[src/rtl/core/hsva_pkg.sv]
`default_nettype none
package hsva_pkg;

    localparam int CH_W   = 8;
    localparam int NUM_W  = 21;   // dividend width: delta << 12 or 960 * diff
    localparam int QUO_W  = 13;   // quotient bits, one per divider stage
    localparam int SIDE_W = 23;   // {grey, neg, base[12:0], v[7:0]}
    localparam int HUE_W  = 13;
    localparam int SAT_W  = 13;
    localparam int CFG_W  = 14;
    localparam int GAIN_W = 14;

    localparam logic [HUE_W-1:0] HUE_SECTOR = 13'd960;
    localparam logic [HUE_W-1:0] HUE_FULL   = 13'd5760;
    localparam logic [SAT_W-1:0] SAT_ONE    = 13'd4096;
    localparam logic [21:0]      HS_ONE     = 22'd3932160;

    localparam logic signed [CFG_W-1:0] HUE_SHIFT_MAX = 14'sd5760;
    localparam logic signed [CFG_W-1:0] HUE_SHIFT_MIN = -14'sd5760;
    localparam logic signed [CFG_W-1:0] SAT_ADJ_MAX   = 14'sd4096;
    localparam logic signed [CFG_W-1:0] SAT_ADJ_MIN   = -14'sd4096;

    // ceil(2^19 / 15), exact floor divide by 15 for values below 4096
    localparam logic [15:0] RECIP_15 = 16'd34953;

endpackage
`default_nettype wire

[src/rtl/core/hsva_div.sv]
`default_nettype none
// Two lockstep restoring dividers, one quotient bit per stage.
module hsva_div (
    input  wire logic                          aclk,
    input  wire logic                          aresetn,
    input  wire logic                          en,
    input  wire logic                          in_valid,
    input  wire logic [hsva_pkg::NUM_W-1:0]    num_a,
    input  wire logic [hsva_pkg::CH_W-1:0]     den_a,
    input  wire logic [hsva_pkg::NUM_W-1:0]    num_b,
    input  wire logic [hsva_pkg::CH_W-1:0]     den_b,
    input  wire logic [hsva_pkg::SIDE_W-1:0]   side_in,
    output logic                               out_valid,
    output logic [hsva_pkg::QUO_W-1:0]         q_a,
    output logic [hsva_pkg::QUO_W-1:0]         q_b,
    output logic [hsva_pkg::SIDE_W-1:0]        side_out
);
    import hsva_pkg::*;

    logic [QUO_W-1:0]  vld_reg;
    logic [NUM_W-1:0]  rema_reg [QUO_W];
    logic [NUM_W-1:0]  remb_reg [QUO_W];
    logic [CH_W-1:0]   dena_reg [QUO_W];
    logic [CH_W-1:0]   denb_reg [QUO_W];
    logic [QUO_W-1:0]  qa_reg   [QUO_W];
    logic [QUO_W-1:0]  qb_reg   [QUO_W];
    logic [SIDE_W-1:0] side_reg [QUO_W];

    logic [NUM_W-1:0]  rema_in  [QUO_W];
    logic [NUM_W-1:0]  remb_in  [QUO_W];
    logic [CH_W-1:0]   dena_in  [QUO_W];
    logic [CH_W-1:0]   denb_in  [QUO_W];
    logic [QUO_W-1:0]  qa_in    [QUO_W];
    logic [QUO_W-1:0]  qb_in    [QUO_W];
    logic [SIDE_W-1:0] side_in_s[QUO_W];
    logic [NUM_W-1:0]  dsha     [QUO_W];
    logic [NUM_W-1:0]  dshb     [QUO_W];
    logic [NUM_W-1:0]  rema_next[QUO_W];
    logic [NUM_W-1:0]  remb_next[QUO_W];
    logic [QUO_W-1:0]  qa_next  [QUO_W];
    logic [QUO_W-1:0]  qb_next  [QUO_W];

    always_comb begin
        for (int k = 0; k < QUO_W; k++) begin
            if (k == 0) begin
                rema_in[k]   = num_a;
                remb_in[k]   = num_b;
                dena_in[k]   = den_a;
                denb_in[k]   = den_b;
                qa_in[k]     = '0;
                qb_in[k]     = '0;
                side_in_s[k] = side_in;
            end else begin
                rema_in[k]   = rema_reg[k-1];
                remb_in[k]   = remb_reg[k-1];
                dena_in[k]   = dena_reg[k-1];
                denb_in[k]   = denb_reg[k-1];
                qa_in[k]     = qa_reg[k-1];
                qb_in[k]     = qb_reg[k-1];
                side_in_s[k] = side_reg[k-1];
            end
            // stage k resolves quotient bit QUO_W-1-k
            dsha[k] = NUM_W'(dena_in[k]) << (QUO_W - 1 - k);
            dshb[k] = NUM_W'(denb_in[k]) << (QUO_W - 1 - k);
            if (rema_in[k] >= dsha[k]) begin
                rema_next[k] = rema_in[k] - dsha[k];
                qa_next[k]   = {qa_in[k][QUO_W-2:0], 1'b1};
            end else begin
                rema_next[k] = rema_in[k];
                qa_next[k]   = {qa_in[k][QUO_W-2:0], 1'b0};
            end
            if (remb_in[k] >= dshb[k]) begin
                remb_next[k] = remb_in[k] - dshb[k];
                qb_next[k]   = {qb_in[k][QUO_W-2:0], 1'b1};
            end else begin
                remb_next[k] = remb_in[k];
                qb_next[k]   = {qb_in[k][QUO_W-2:0], 1'b0};
            end
        end
    end

    always_ff @(posedge aclk) begin
        if (!aresetn) begin
            vld_reg <= '0;
        end else if (en) begin
            vld_reg <= {vld_reg[QUO_W-2:0], in_valid};
        end
    end

    always_ff @(posedge aclk) begin
        if (en) begin
            for (int k = 0; k < QUO_W; k++) begin
                rema_reg[k] <= rema_next[k];
                remb_reg[k] <= remb_next[k];
                dena_reg[k] <= dena_in[k];
                denb_reg[k] <= denb_in[k];
                qa_reg[k]   <= qa_next[k];
                qb_reg[k]   <= qb_next[k];
                side_reg[k] <= side_in_s[k];
            end
        end
    end

    assign out_valid = vld_reg[QUO_W-1];
    assign q_a       = qa_reg[QUO_W-1];
    assign q_b       = qb_reg[QUO_W-1];
    assign side_out  = side_reg[QUO_W-1];

endmodule
`default_nettype wire

[src/rtl/core/hsva_hsv2rgb.sv]
`default_nettype none
// Hue/saturation adjust and HSV to RGB conversion, five register stages.
module hsva_hsv2rgb (
    input  wire logic                               aclk,
    input  wire logic                               aresetn,
    input  wire logic                               en,
    input  wire logic                               in_valid,
    input  wire logic [hsva_pkg::QUO_W-1:0]         q_sat,
    input  wire logic [hsva_pkg::QUO_W-1:0]         q_hue,
    input  wire logic [hsva_pkg::SIDE_W-1:0]        side,
    input  wire logic                               op_sat,
    input  wire logic signed [hsva_pkg::CFG_W-1:0]  hue_shift,
    input  wire logic [hsva_pkg::GAIN_W-1:0]        gain,
    output logic                                    out_valid,
    output logic [hsva_pkg::CH_W-1:0]               red,
    output logic [hsva_pkg::CH_W-1:0]               green,
    output logic [hsva_pkg::CH_W-1:0]               blue
);
    import hsva_pkg::*;

    logic [4:0] vld_reg;

    // stage 1: hue assembly, hue rotate, saturation gain product
    logic [CH_W-1:0]  v0;
    logic [HUE_W-1:0] base0;
    logic             neg0;
    logic             grey0;
    logic [HUE_W-1:0] h0;
    logic [SAT_W-1:0] s0;
    logic signed [14:0] hsum;
    logic [HUE_W-1:0] h1;
    logic [HUE_W-1:0] b1_h_reg;
    logic [SAT_W-1:0] b1_s_reg;
    logic [26:0]      b1_prod_reg;
    logic             b1_op_reg;
    logic [CH_W-1:0]  b1_v_reg;

    assign v0    = side[CH_W-1:0];
    assign base0 = side[CH_W+HUE_W-1:CH_W];
    assign neg0  = side[CH_W+HUE_W];
    assign grey0 = side[CH_W+HUE_W+1];

    always_comb begin
        if (grey0) begin
            h0 = '0;
            s0 = '0;
        end else begin
            h0 = neg0 ? (base0 - q_hue) : (base0 + q_hue);
            s0 = q_sat;
        end
        hsum = $signed({2'b00, h0}) + $signed({hue_shift[CFG_W-1], hue_shift});
        if (hsum < 0) begin
            h1 = HUE_W'(hsum + $signed({2'b00, HUE_FULL}));
        end else if (hsum >= $signed({2'b00, HUE_FULL})) begin
            h1 = HUE_W'(hsum - $signed({2'b00, HUE_FULL}));
        end else begin
            h1 = HUE_W'(hsum);
        end
    end

    always_ff @(posedge aclk) begin
        if (en) begin
            b1_h_reg    <= op_sat ? h0 : h1;
            b1_s_reg    <= s0;
            b1_prod_reg <= 27'(s0) * 27'(gain);
            b1_op_reg   <= op_sat;
            b1_v_reg    <= v0;
        end
    end

    // stage 2: saturation clamp, sector split
    logic [13:0]      sc;
    logic [SAT_W-1:0] s2;
    logic [2:0]       i2;
    logic [HUE_W-1:0] ofs2;
    logic [SAT_W-1:0] b2_s_reg;
    logic [2:0]       b2_i_reg;
    logic [9:0]       b2_f_reg;
    logic [CH_W-1:0]  b2_v_reg;

    always_comb begin
        sc = b1_prod_reg[25:12];
        if (!b1_op_reg) begin
            s2 = b1_s_reg;
        end else if (sc > 14'(SAT_ONE)) begin
            s2 = SAT_ONE;
        end else begin
            s2 = SAT_W'(sc);
        end
        if (b1_h_reg >= 13'd4800) begin
            i2 = 3'd5; ofs2 = 13'd4800;
        end else if (b1_h_reg >= 13'd3840) begin
            i2 = 3'd4; ofs2 = 13'd3840;
        end else if (b1_h_reg >= 13'd2880) begin
            i2 = 3'd3; ofs2 = 13'd2880;
        end else if (b1_h_reg >= 13'd1920) begin
            i2 = 3'd2; ofs2 = 13'd1920;
        end else if (b1_h_reg >= HUE_SECTOR) begin
            i2 = 3'd1; ofs2 = HUE_SECTOR;
        end else begin
            i2 = 3'd0; ofs2 = 13'd0;
        end
    end

    always_ff @(posedge aclk) begin
        if (en) begin
            b2_s_reg <= s2;
            b2_i_reg <= i2;
            b2_f_reg <= 10'(b1_h_reg - ofs2);
            b2_v_reg <= b1_v_reg;
        end
    end

    // stage 3: s*f, s*(960-f), v*(1-s)
    logic [21:0]     b3_sf_reg;
    logic [21:0]     b3_st_reg;
    logic [20:0]     b3_pp_reg;
    logic [2:0]      b3_i_reg;
    logic            b3_zero_reg;
    logic [CH_W-1:0] b3_v_reg;

    always_ff @(posedge aclk) begin
        if (en) begin
            b3_sf_reg   <= 22'(b2_s_reg) * 22'(b2_f_reg);
            b3_st_reg   <= 22'(b2_s_reg) * 22'(HUE_SECTOR[9:0] - b2_f_reg);
            b3_pp_reg   <= 21'(b2_v_reg) * 21'(SAT_ONE - b2_s_reg);
            b3_i_reg    <= b2_i_reg;
            b3_zero_reg <= (b2_s_reg == '0);
            b3_v_reg    <= b2_v_reg;
        end
    end

    // stage 4: v * (1 - s*f) products
    logic [29:0]     b4_pq_reg;
    logic [29:0]     b4_pt_reg;
    logic [CH_W-1:0] b4_p_reg;
    logic [2:0]      b4_i_reg;
    logic            b4_zero_reg;
    logic [CH_W-1:0] b4_v_reg;

    always_ff @(posedge aclk) begin
        if (en) begin
            b4_pq_reg   <= 30'(b3_v_reg) * 30'(HS_ONE - b3_sf_reg);
            b4_pt_reg   <= 30'(b3_v_reg) * 30'(HS_ONE - b3_st_reg);
            b4_p_reg    <= b3_pp_reg[19:12];
            b4_i_reg    <= b3_i_reg;
            b4_zero_reg <= b3_zero_reg;
            b4_v_reg    <= b3_v_reg;
        end
    end

    // stage 5: divide by 960*4096 = shift by 18, then by 15 via reciprocal
    logic [27:0]     mq;
    logic [27:0]     mt;
    logic [CH_W-1:0] q5;
    logic [CH_W-1:0] t5;
    logic [CH_W-1:0] r5;
    logic [CH_W-1:0] g5;
    logic [CH_W-1:0] bl5;
    logic [CH_W-1:0] red_reg;
    logic [CH_W-1:0] green_reg;
    logic [CH_W-1:0] blue_reg;

    always_comb begin
        mq = 28'(b4_pq_reg[29:18]) * 28'(RECIP_15);
        mt = 28'(b4_pt_reg[29:18]) * 28'(RECIP_15);
        q5 = mq[26:19];
        t5 = mt[26:19];
        if (b4_zero_reg) begin
            r5 = b4_v_reg; g5 = b4_v_reg; bl5 = b4_v_reg;
        end else begin
            case (b4_i_reg)
                3'd0: begin r5 = b4_v_reg; g5 = t5;       bl5 = b4_p_reg; end
                3'd1: begin r5 = q5;       g5 = b4_v_reg; bl5 = b4_p_reg; end
                3'd2: begin r5 = b4_p_reg; g5 = b4_v_reg; bl5 = t5;       end
                3'd3: begin r5 = b4_p_reg; g5 = q5;       bl5 = b4_v_reg; end
                3'd4: begin r5 = t5;       g5 = b4_p_reg; bl5 = b4_v_reg; end
                default: begin r5 = b4_v_reg; g5 = b4_p_reg; bl5 = q5;    end
            endcase
        end
    end

    always_ff @(posedge aclk) begin
        if (en) begin
            red_reg   <= r5;
            green_reg <= g5;
            blue_reg  <= bl5;
        end
    end

    always_ff @(posedge aclk) begin
        if (!aresetn) begin
            vld_reg <= '0;
        end else if (en) begin
            vld_reg <= {vld_reg[3:0], in_valid};
        end
    end

    assign out_valid = vld_reg[4];
    assign red       = red_reg;
    assign green     = green_reg;
    assign blue      = blue_reg;

endmodule
`default_nettype wire

[src/rtl/core/hsv_hue_saturation_adjust.sv]
`default_nettype none
// Per-pixel hue rotation or saturation scaling of an 8-bit RGB stream.
// Input stream s_*: one pixel per transaction, s_tdata = {blue, green, red}.
// Output stream m_*: adjusted pixel, same packing, one result per input.
// APB port: reg 0 (addr 0x0) operation, 0 = hue rotate, 1 = saturation scale;
//   reg 1 (0x4) hue_shift, signed 1/16 degree; reg 2 (0x8) saturation_adjust,
//   signed Q12. Write only while the stream is idle.
// Pipeline: m_tvalid follows the input transaction through 20 register
//   stages: 1 front stage, 13 divider stages, 5 back-conversion stages,
//   1 output register.
// Throughput: one pixel per cycle while the skid register is empty; the hue and saturation quotients come
//   from two restoring dividers pipelined at one bit per stage.
// Stall: a skid register behind the output register catches the item that
//   is in flight when m_tready drops; the pipeline then freezes and s_tready
//   goes low until the skid drains. Nothing is lost or repeated.
// Reset (aresetn low, synchronous): all valid bits and config registers clear; data registers are not reset.
module hsv_hue_saturation_adjust (
    input  wire logic        aclk,
    input  wire logic        aresetn,
    input  wire logic        s_tvalid,
    output logic             s_tready,
    input  wire logic [23:0] s_tdata,   // red_in[7:0], green_in[15:8], blue_in[23:16]
    output logic             m_tvalid,
    input  wire logic        m_tready,
    output logic [23:0]      m_tdata,   // red_out[7:0], green_out[15:8], blue_out[23:16]
    input  wire logic        psel,
    input  wire logic        penable,
    input  wire logic        pwrite,
    input  wire logic [3:0]  paddr,
    input  wire logic [31:0] pwdata,
    output logic [31:0]      prdata,
    output logic             pready
);
    import hsva_pkg::*;

    localparam logic [1:0] REG_OPERATION = 2'd0;
    localparam logic [1:0] REG_HUE_SHIFT = 2'd1;
    localparam logic [1:0] REG_SAT_ADJ   = 2'd2;

    // configuration
    logic                    op_reg;
    logic signed [CFG_W-1:0] hue_shift_reg;
    logic signed [CFG_W-1:0] sat_adj_reg;
    logic                    cfg_wr;
    logic signed [CFG_W-1:0] shift_c;
    logic signed [CFG_W-1:0] adj_c;
    logic [GAIN_W-1:0]       gain;

    assign pready = 1'b1;
    assign cfg_wr = psel && penable && pwrite;

    always_ff @(posedge aclk) begin
        if (!aresetn) begin
            op_reg        <= 1'b0;
            hue_shift_reg <= '0;
            sat_adj_reg   <= '0;
        end else if (cfg_wr) begin
            case (paddr[3:2])
                REG_OPERATION: op_reg        <= pwdata[0];
                REG_HUE_SHIFT: hue_shift_reg <= pwdata[CFG_W-1:0];
                REG_SAT_ADJ:   sat_adj_reg   <= pwdata[CFG_W-1:0];
                default: ;
            endcase
        end
    end

    always_comb begin
        case (paddr[3:2])
            REG_OPERATION: prdata = {31'd0, op_reg};
            REG_HUE_SHIFT: prdata = {18'd0, hue_shift_reg};
            REG_SAT_ADJ:   prdata = {18'd0, sat_adj_reg};
            default:       prdata = '0;
        endcase
    end

    always_comb begin
        if (hue_shift_reg > HUE_SHIFT_MAX) begin
            shift_c = HUE_SHIFT_MAX;
        end else if (hue_shift_reg < HUE_SHIFT_MIN) begin
            shift_c = HUE_SHIFT_MIN;
        end else begin
            shift_c = hue_shift_reg;
        end
        if (sat_adj_reg > SAT_ADJ_MAX) begin
            adj_c = SAT_ADJ_MAX;
        end else if (sat_adj_reg < SAT_ADJ_MIN) begin
            adj_c = SAT_ADJ_MIN;
        end else begin
            adj_c = sat_adj_reg;
        end
        gain = GAIN_W'(adj_c + $signed({1'b0, SAT_ONE}));
    end

    // pipeline advance; frozen while the skid register is full
    logic skid_vld_reg;
    logic en;

    assign en       = !skid_vld_reg;
    assign s_tready = en;

    // front stage: max, min, delta, sector base, dividends
    logic [CH_W-1:0]   r_in;
    logic [CH_W-1:0]   g_in;
    logic [CH_W-1:0]   b_in;
    logic [CH_W-1:0]   mx;
    logic [CH_W-1:0]   mn;
    logic [CH_W-1:0]   delta;
    logic [CH_W-1:0]   diff;
    logic [HUE_W-1:0]  base;
    logic              neg;
    logic              f_vld_reg;
    logic [NUM_W-1:0]  f_num_sat_reg;
    logic [NUM_W-1:0]  f_num_hue_reg;
    logic [CH_W-1:0]   f_mx_reg;
    logic [CH_W-1:0]   f_delta_reg;
    logic [SIDE_W-1:0] f_side_reg;

    assign r_in = s_tdata[7:0];
    assign g_in = s_tdata[15:8];
    assign b_in = s_tdata[23:16];

    always_comb begin
        mx = r_in;
        mn = r_in;
        if (g_in > mx) mx = g_in;
        if (b_in > mx) mx = b_in;
        if (g_in < mn) mn = g_in;
        if (b_in < mn) mn = b_in;
        delta = mx - mn;
        if (r_in == mx) begin
            neg  = (g_in < b_in);
            diff = neg ? (b_in - g_in) : (g_in - b_in);
            base = neg ? HUE_FULL : 13'd0;
        end else if (g_in == mx) begin
            neg  = (b_in < r_in);
            diff = neg ? (r_in - b_in) : (b_in - r_in);
            base = 13'd1920;
        end else begin
            neg  = (r_in < g_in);
            diff = neg ? (g_in - r_in) : (r_in - g_in);
            base = 13'd3840;
        end
    end

    always_ff @(posedge aclk) begin
        if (!aresetn) begin
            f_vld_reg <= 1'b0;
        end else if (en) begin
            f_vld_reg <= s_tvalid;
        end
    end

    always_ff @(posedge aclk) begin
        if (en) begin
            f_num_sat_reg <= {1'b0, delta, 12'd0};
            // 960 * diff = (diff << 10) - (diff << 6)
            f_num_hue_reg <= (NUM_W'(diff) << 10) - (NUM_W'(diff) << 6);
            f_mx_reg      <= mx;
            f_delta_reg   <= delta;
            f_side_reg    <= {(delta == '0), neg, base, mx};
        end
    end

    // dividers
    logic              d_vld;
    logic [QUO_W-1:0]  d_q_sat;
    logic [QUO_W-1:0]  d_q_hue;
    logic [SIDE_W-1:0] d_side;

    hsva_div u_div (
        .aclk      (aclk),
        .aresetn   (aresetn),
        .en        (en),
        .in_valid  (f_vld_reg),
        .num_a     (f_num_sat_reg),
        .den_a     (f_mx_reg),
        .num_b     (f_num_hue_reg),
        .den_b     (f_delta_reg),
        .side_in   (f_side_reg),
        .out_valid (d_vld),
        .q_a       (d_q_sat),
        .q_b       (d_q_hue),
        .side_out  (d_side)
    );

    // adjust and back conversion
    logic            c_vld;
    logic [CH_W-1:0] c_red;
    logic [CH_W-1:0] c_green;
    logic [CH_W-1:0] c_blue;

    hsva_hsv2rgb u_hsv2rgb (
        .aclk      (aclk),
        .aresetn   (aresetn),
        .en        (en),
        .in_valid  (d_vld),
        .q_sat     (d_q_sat),
        .q_hue     (d_q_hue),
        .side      (d_side),
        .op_sat    (op_reg),
        .hue_shift (shift_c),
        .gain      (gain),
        .out_valid (c_vld),
        .red       (c_red),
        .green     (c_green),
        .blue      (c_blue)
    );

    // output register plus skid
    logic        out_vld_reg;
    logic [23:0] out_data_reg;
    logic [23:0] skid_data_reg;
    logic        out_free;

    assign out_free = !out_vld_reg || m_tready;

    always_ff @(posedge aclk) begin
        if (!aresetn) begin
            out_vld_reg  <= 1'b0;
            skid_vld_reg <= 1'b0;
        end else if (skid_vld_reg) begin
            if (out_free) begin
                out_vld_reg  <= 1'b1;
                skid_vld_reg <= 1'b0;
            end
        end else if (c_vld) begin
            if (out_free) begin
                out_vld_reg <= 1'b1;
            end else begin
                skid_vld_reg <= 1'b1;
            end
        end else if (out_free) begin
            out_vld_reg <= 1'b0;
        end
    end

    always_ff @(posedge aclk) begin
        if (skid_vld_reg) begin
            if (out_free) begin
                out_data_reg <= skid_data_reg;
            end
        end else if (c_vld) begin
            if (out_free) begin
                out_data_reg <= {c_blue, c_green, c_red};
            end else begin
                skid_data_reg <= {c_blue, c_green, c_red};
            end
        end
    end

    assign m_tvalid = out_vld_reg;
    assign m_tdata  = out_data_reg;

endmodule
`default_nettype wire
[config.mk]
export PLATFORM = sky130hd
export DESIGN_NAME = hsv_hue_saturation_adjust
export DESIGN_NICKNAME = d
export VERILOG_FILES = /design/src/rtl/core/hsva_pkg.sv /design/src/rtl/core/hsva_div.sv /design/src/rtl/core/hsva_hsv2rgb.sv /design/src/rtl/core/hsv_hue_saturation_adjust.sv
export SDC_FILE = /design/constraint.sdc
export NUM_CORES = 2
export LEC_CHECK = 0
export BUFFER_PORTS_ARGS = -buffer_cell sky130_fd_sc_hd__buf_2
export CAP_MARGIN = 30
export CORE_MARGIN = 8
export CORE_UTILIZATION = 57
export CTS_BUF_LIST = sky130_fd_sc_hd__clkbuf_8
export DETAILED_ROUTE_END_ITERATION = 12
export PLACE_DENSITY_LB_ADDON = 0.2
export SYNTH_ARGS = -nofsm -noshare
export SYNTH_HDL_FRONTEND = slang
export SYNTH_HIERARCHICAL = 1
export SYNTH_SLANG_ARGS = --single-unit
[constraint.sdc]
create_clock -name aclk -period 32.7 [get_ports aclk]
set_input_delay 0 -clock aclk [delete_from_list [all_inputs] [get_ports aclk]]
set_output_delay 0 -clock aclk [all_outputs]
set_load 0.03 [all_outputs]
==> summary.md <==
| Metric | Value |
|---|---|
| Status | `finished clean` |
| Nets@finish | `approximately 11000` |
| Worst hold stages | `6` |
| Synth warn | `6` |
| H-Tree Level Count | `5` |
| Clock Tree Buf Depth | `4` |
| Hold Path Sink | `f_delta_reg[3]$_DFFE_PN_` |
| I/O pin cnt | `~130` |
| First-pass DRT Iterations | `6` |
| Routed Antenna Nets | `0` |
| Asr flop ratio synth | `0%` |
| DPL Wire Length | `approximately 150 mm` |
| Synthesized area per cell | `11.4 um2` |
| CTS sink cnt | `~1500` |
| Adder-Cell Fraction of Synth Area | `between 20% and 30%` |
| Root Driver | `clkbuf_8` |
| Clk Latency, worst-skew pair | `approximately 1 ns` |
| Sequential fraction of the synthesis area | `~45%` |
| Final Hold Vio Count | `0` |
| WL/cell | `17.3 um` |
| Post-Synth XOR/XNOR Area | `between 4 and 5%` |
| Final setup fails | `0` |
| # DRC | `0` |
| # Post-CTS Setup Buffers | `0` |
| Yosys cell types | `roughly 120` |
| Initial antenna violation count | `2` |
| Max Fanout on Critical Path | `20` |
| Initial core utilization | `about 57%` |
| CORE AREA | `around 0.18 mm2` |
| Vias in the first global route | `roughly 68000` |
| Worst reg-to-reg setup slack | `24.84 ns` |
| Final global-route overflow total | `0` |
| Largest family of logic cells by synthesized area | `adder cells` |
| First-pass GRT wire length | `approximately 340 mm` |
| CP Data Required Time | `between 30 and 40 ns` |
| Seq cells post-synth | `~1500` |
| Number of flops mapped to enable cells by yosys | `1475` |
| Post-synthesis compound-gate area fraction | `about 7.7%` |
| Post-CTS sizing | `0` |
| Layout area overhead | `9.01%` |
| GPL Wtd Cong | `0.925` |
| CP arrival | `8.93 ns` |
| Final min period | `just over 8 ns` |
| Fin crit share | `between 20% and 30%` |
| FMAX | `0.124 GHz` |
| Number of DRC markers in iteration 0 | `approximately 3400` |
| Layout cells sized above 1 | `between 7 and 8%` |
| Mux cell area share after synthesis | `~1.7%` |
| Skew final | `0.0832 ns` |
| Total Wirelength | `slightly above 200 mm` |
| Crit Path Category | `in2reg` |
| Top post-synthesis cells by area | `edfxtp_1 44%, fa_1 14%, ha_1 8.9%` |
| Clock slew at reported path FFs | `around 0.060 ns` |
| R2R Path End | `u_hsv2rgb/b4_pt_reg[29]$_DFFE_PP_` |
| CTS tree | `yes` |
| Worst r2r src | `u_hsv2rgb/b3_st_reg[5]$_DFFE_PP_` |
| RSZ-0062 raised after global routing | `no` |
| Die ar. | `0.192 mm2` |
| Port bufs | `between 80 and 90` |
| Simple-Gate Fraction of Synth Area | `between 10% and 20%` |
| Largest net degree at the start of global routing | `216` |
| Worst Hold Launch | `s_tdata[11]` |
| Hold_buf cts | `93` |
| Max-Cap Viols | `0` |
| Synthesized area | `roughly 0.10 mm2` |
| Number of flip-flops in the largest register | `between 200 and 300` |
| Rows | `155` |
| Top-area cell type share of the netlist area | `between 40% and 50%` |
| Min-Delay Path Class | `in2reg` |
| Worst reg-to-reg path cell count | `26` |
| Endpoint class of the critical path | `flip-flop` |
| Rel. slew slack | `around 26%` |
| Clock buffer count from CTS | `275` |
| Startpoint types | `primary input` |
| Tot GR Track Use | `21.3%` |
| Setup TNS | `0 ns` |
| Via density | `5.51` |
| Tightest Pin Transition | `1.11 ns` |
| Synth Flop Type | `edfxtp_1` |
| Cells after Synth | `8871` |
| Chip Height | `438 um` |
| Final Slew Violations | `0` |
| Largest area contributor in the netlist | `edfxtp_1` |
| Routed vias | `around 65000` |
| Die Wd | `between 400 and 500 um` |
==> synthesized netlist by cell type, types with 40 or more instances <==
master,instances
nor2_1,427
a21boi_0,46
xnor2_1,299
a21o_1,91
o21a_1,72
dfxtp_1,50
xor2_1,167
nor4_1,81
a21oi_1,336
a211oi_1,47
mux2i_1,54
or3_1,40
nor3_1,148
and2_1,460
nand2_1,835
o21ai_0,276
ha_1,718
fa_1,734
inv_1,1237
edfxtp_1,1475
nand4_1,52
nand3_1,96
clkbuf_1,207
and3_1,41
mux2_2,99
nor2b_1,101
nand2b_1,85
==> metal layers <==
metal  track usage [%]  routed length (um)  vias to the layer above
li1                  -                   -                    30969
met1              24.1               78900                    31779
met5                 0                   0                        -
met3              3.38                9180                      493
met4              9.53                8560                        0
met2              39.7              107000                     1562
==> metrics by stage <==
stage / worst slack, ns / utilization (%) / std cells / hold WS (ns) / instance area [um2]
2_1_floorplan: 2.63 / - / 8934 / 0.128 / 102000
3_3_place_gp: 24.93 / 58.9 / 11189 / 0.265 / 105000
3_5_place_dp: 24.76 / 58.9 / 11199 / 0.274 / 105000
4_1_cts: 24.79 / 62.2 / 11750 / 0.0125 / 110000
5_1_grt: 24.19 / 62.3 / 11758 / 0.104 / 111000
6_report: 24.61 / 62.3 / 11759 / 0.156 / 111000
==> worst max-delay path, stage by stage <==
cell	delay (ns)
dlygate4sd3_1	0.52
buf_2	0.19
inv_1	0.14
ha_1	0.24
inv_1	0.09
fa_1	0.20
nand3_1	0.18
a21o_1	0.27
a21oi_2	0.65
mux2i_1	0.27
ha_1	0.38
nand4_1	0.15
o31ai_1	0.43
o31a_1	0.81
nand4_1	0.17
nand3_1	0.16
nand4_1	0.22
dlygate4sd3_1	0.68
nor2_4	0.35
dlygate4sd3_1	0.72
inv_2	0.11
a31oi_2	0.43
inv_2	0.12
ha_1	0.40
and2_1	0.20
or4b_2	0.61
nor2_1	0.11
nand3b_1	0.10
==> placed cells by master, fill, tap and decap left out, drive strengths merged, types with 84 or more instances in the layout <==
master / n
nor4: 84
nor2: 429
clkbuf: 282
clkinv: 86
nand2: 836
inv: 1316
edfxtp: 1475
nand3: 96
mux2: 103
xnor2: 299
xor2: 168
ha: 718
nand2b: 86
buf: 172
dlygate4sd3: 93
a21oi: 341
nor2b: 102
nor3: 153
o21ai: 284
fa: 734
and2: 461
a21o: 91
==> final cells by class <==
type | instances | area, um2
fillers | 13899 | 67000
diodes | 4 | 10.0
inverters | 1243 | 4670
clock inverters | 176 | 996
multi-input cells | 5909 | 50600
flip-flops and latches | 1525 | 45300
repair buffers | 265 | 2160
clock buffers | 282 | 3880
well taps | 2355 | 2950
==> kinds of logic after synthesis <==
group / Yosys count
flip-flops: 1525
other: 2
AND/OR/NAND/NOR: 2571
AO/OA/AOI/OAI: 1196
multiplexers: 157
XOR/XNOR: 467
buffers and inverters: 1500
adder cells (fa/ha/maj): 1453
==> worst max path at each step <==
stage	start	end	depth (start not counted)
after floorplan	skid_vld_reg$_SDFF_PN0_	f_delta_reg[0]$_DFFE_PN_	3
after global placement	u_hsv2rgb/b3_st_reg[5]$_DFFE_PP_	u_hsv2rgb/b4_pt_reg[29]$_DFFE_PP_	26
after detailed placement	u_hsv2rgb/b3_st_reg[5]$_DFFE_PP_	u_hsv2rgb/b4_pt_reg[29]$_DFFE_PP_	26
after CTS	u_hsv2rgb/b3_st_reg[5]$_DFFE_PP_	u_hsv2rgb/b4_pt_reg[29]$_DFFE_PP_	26
after global routing	s_tdata[8]	f_num_hue_reg[15]$_DFFE_PN_	28
final	s_tdata[8]	f_num_hue_reg[15]$_DFFE_PN_	28
Power is not shown: default switching activity piles up to over one toggle a cycle in this logic, so the estimate is an artifact.
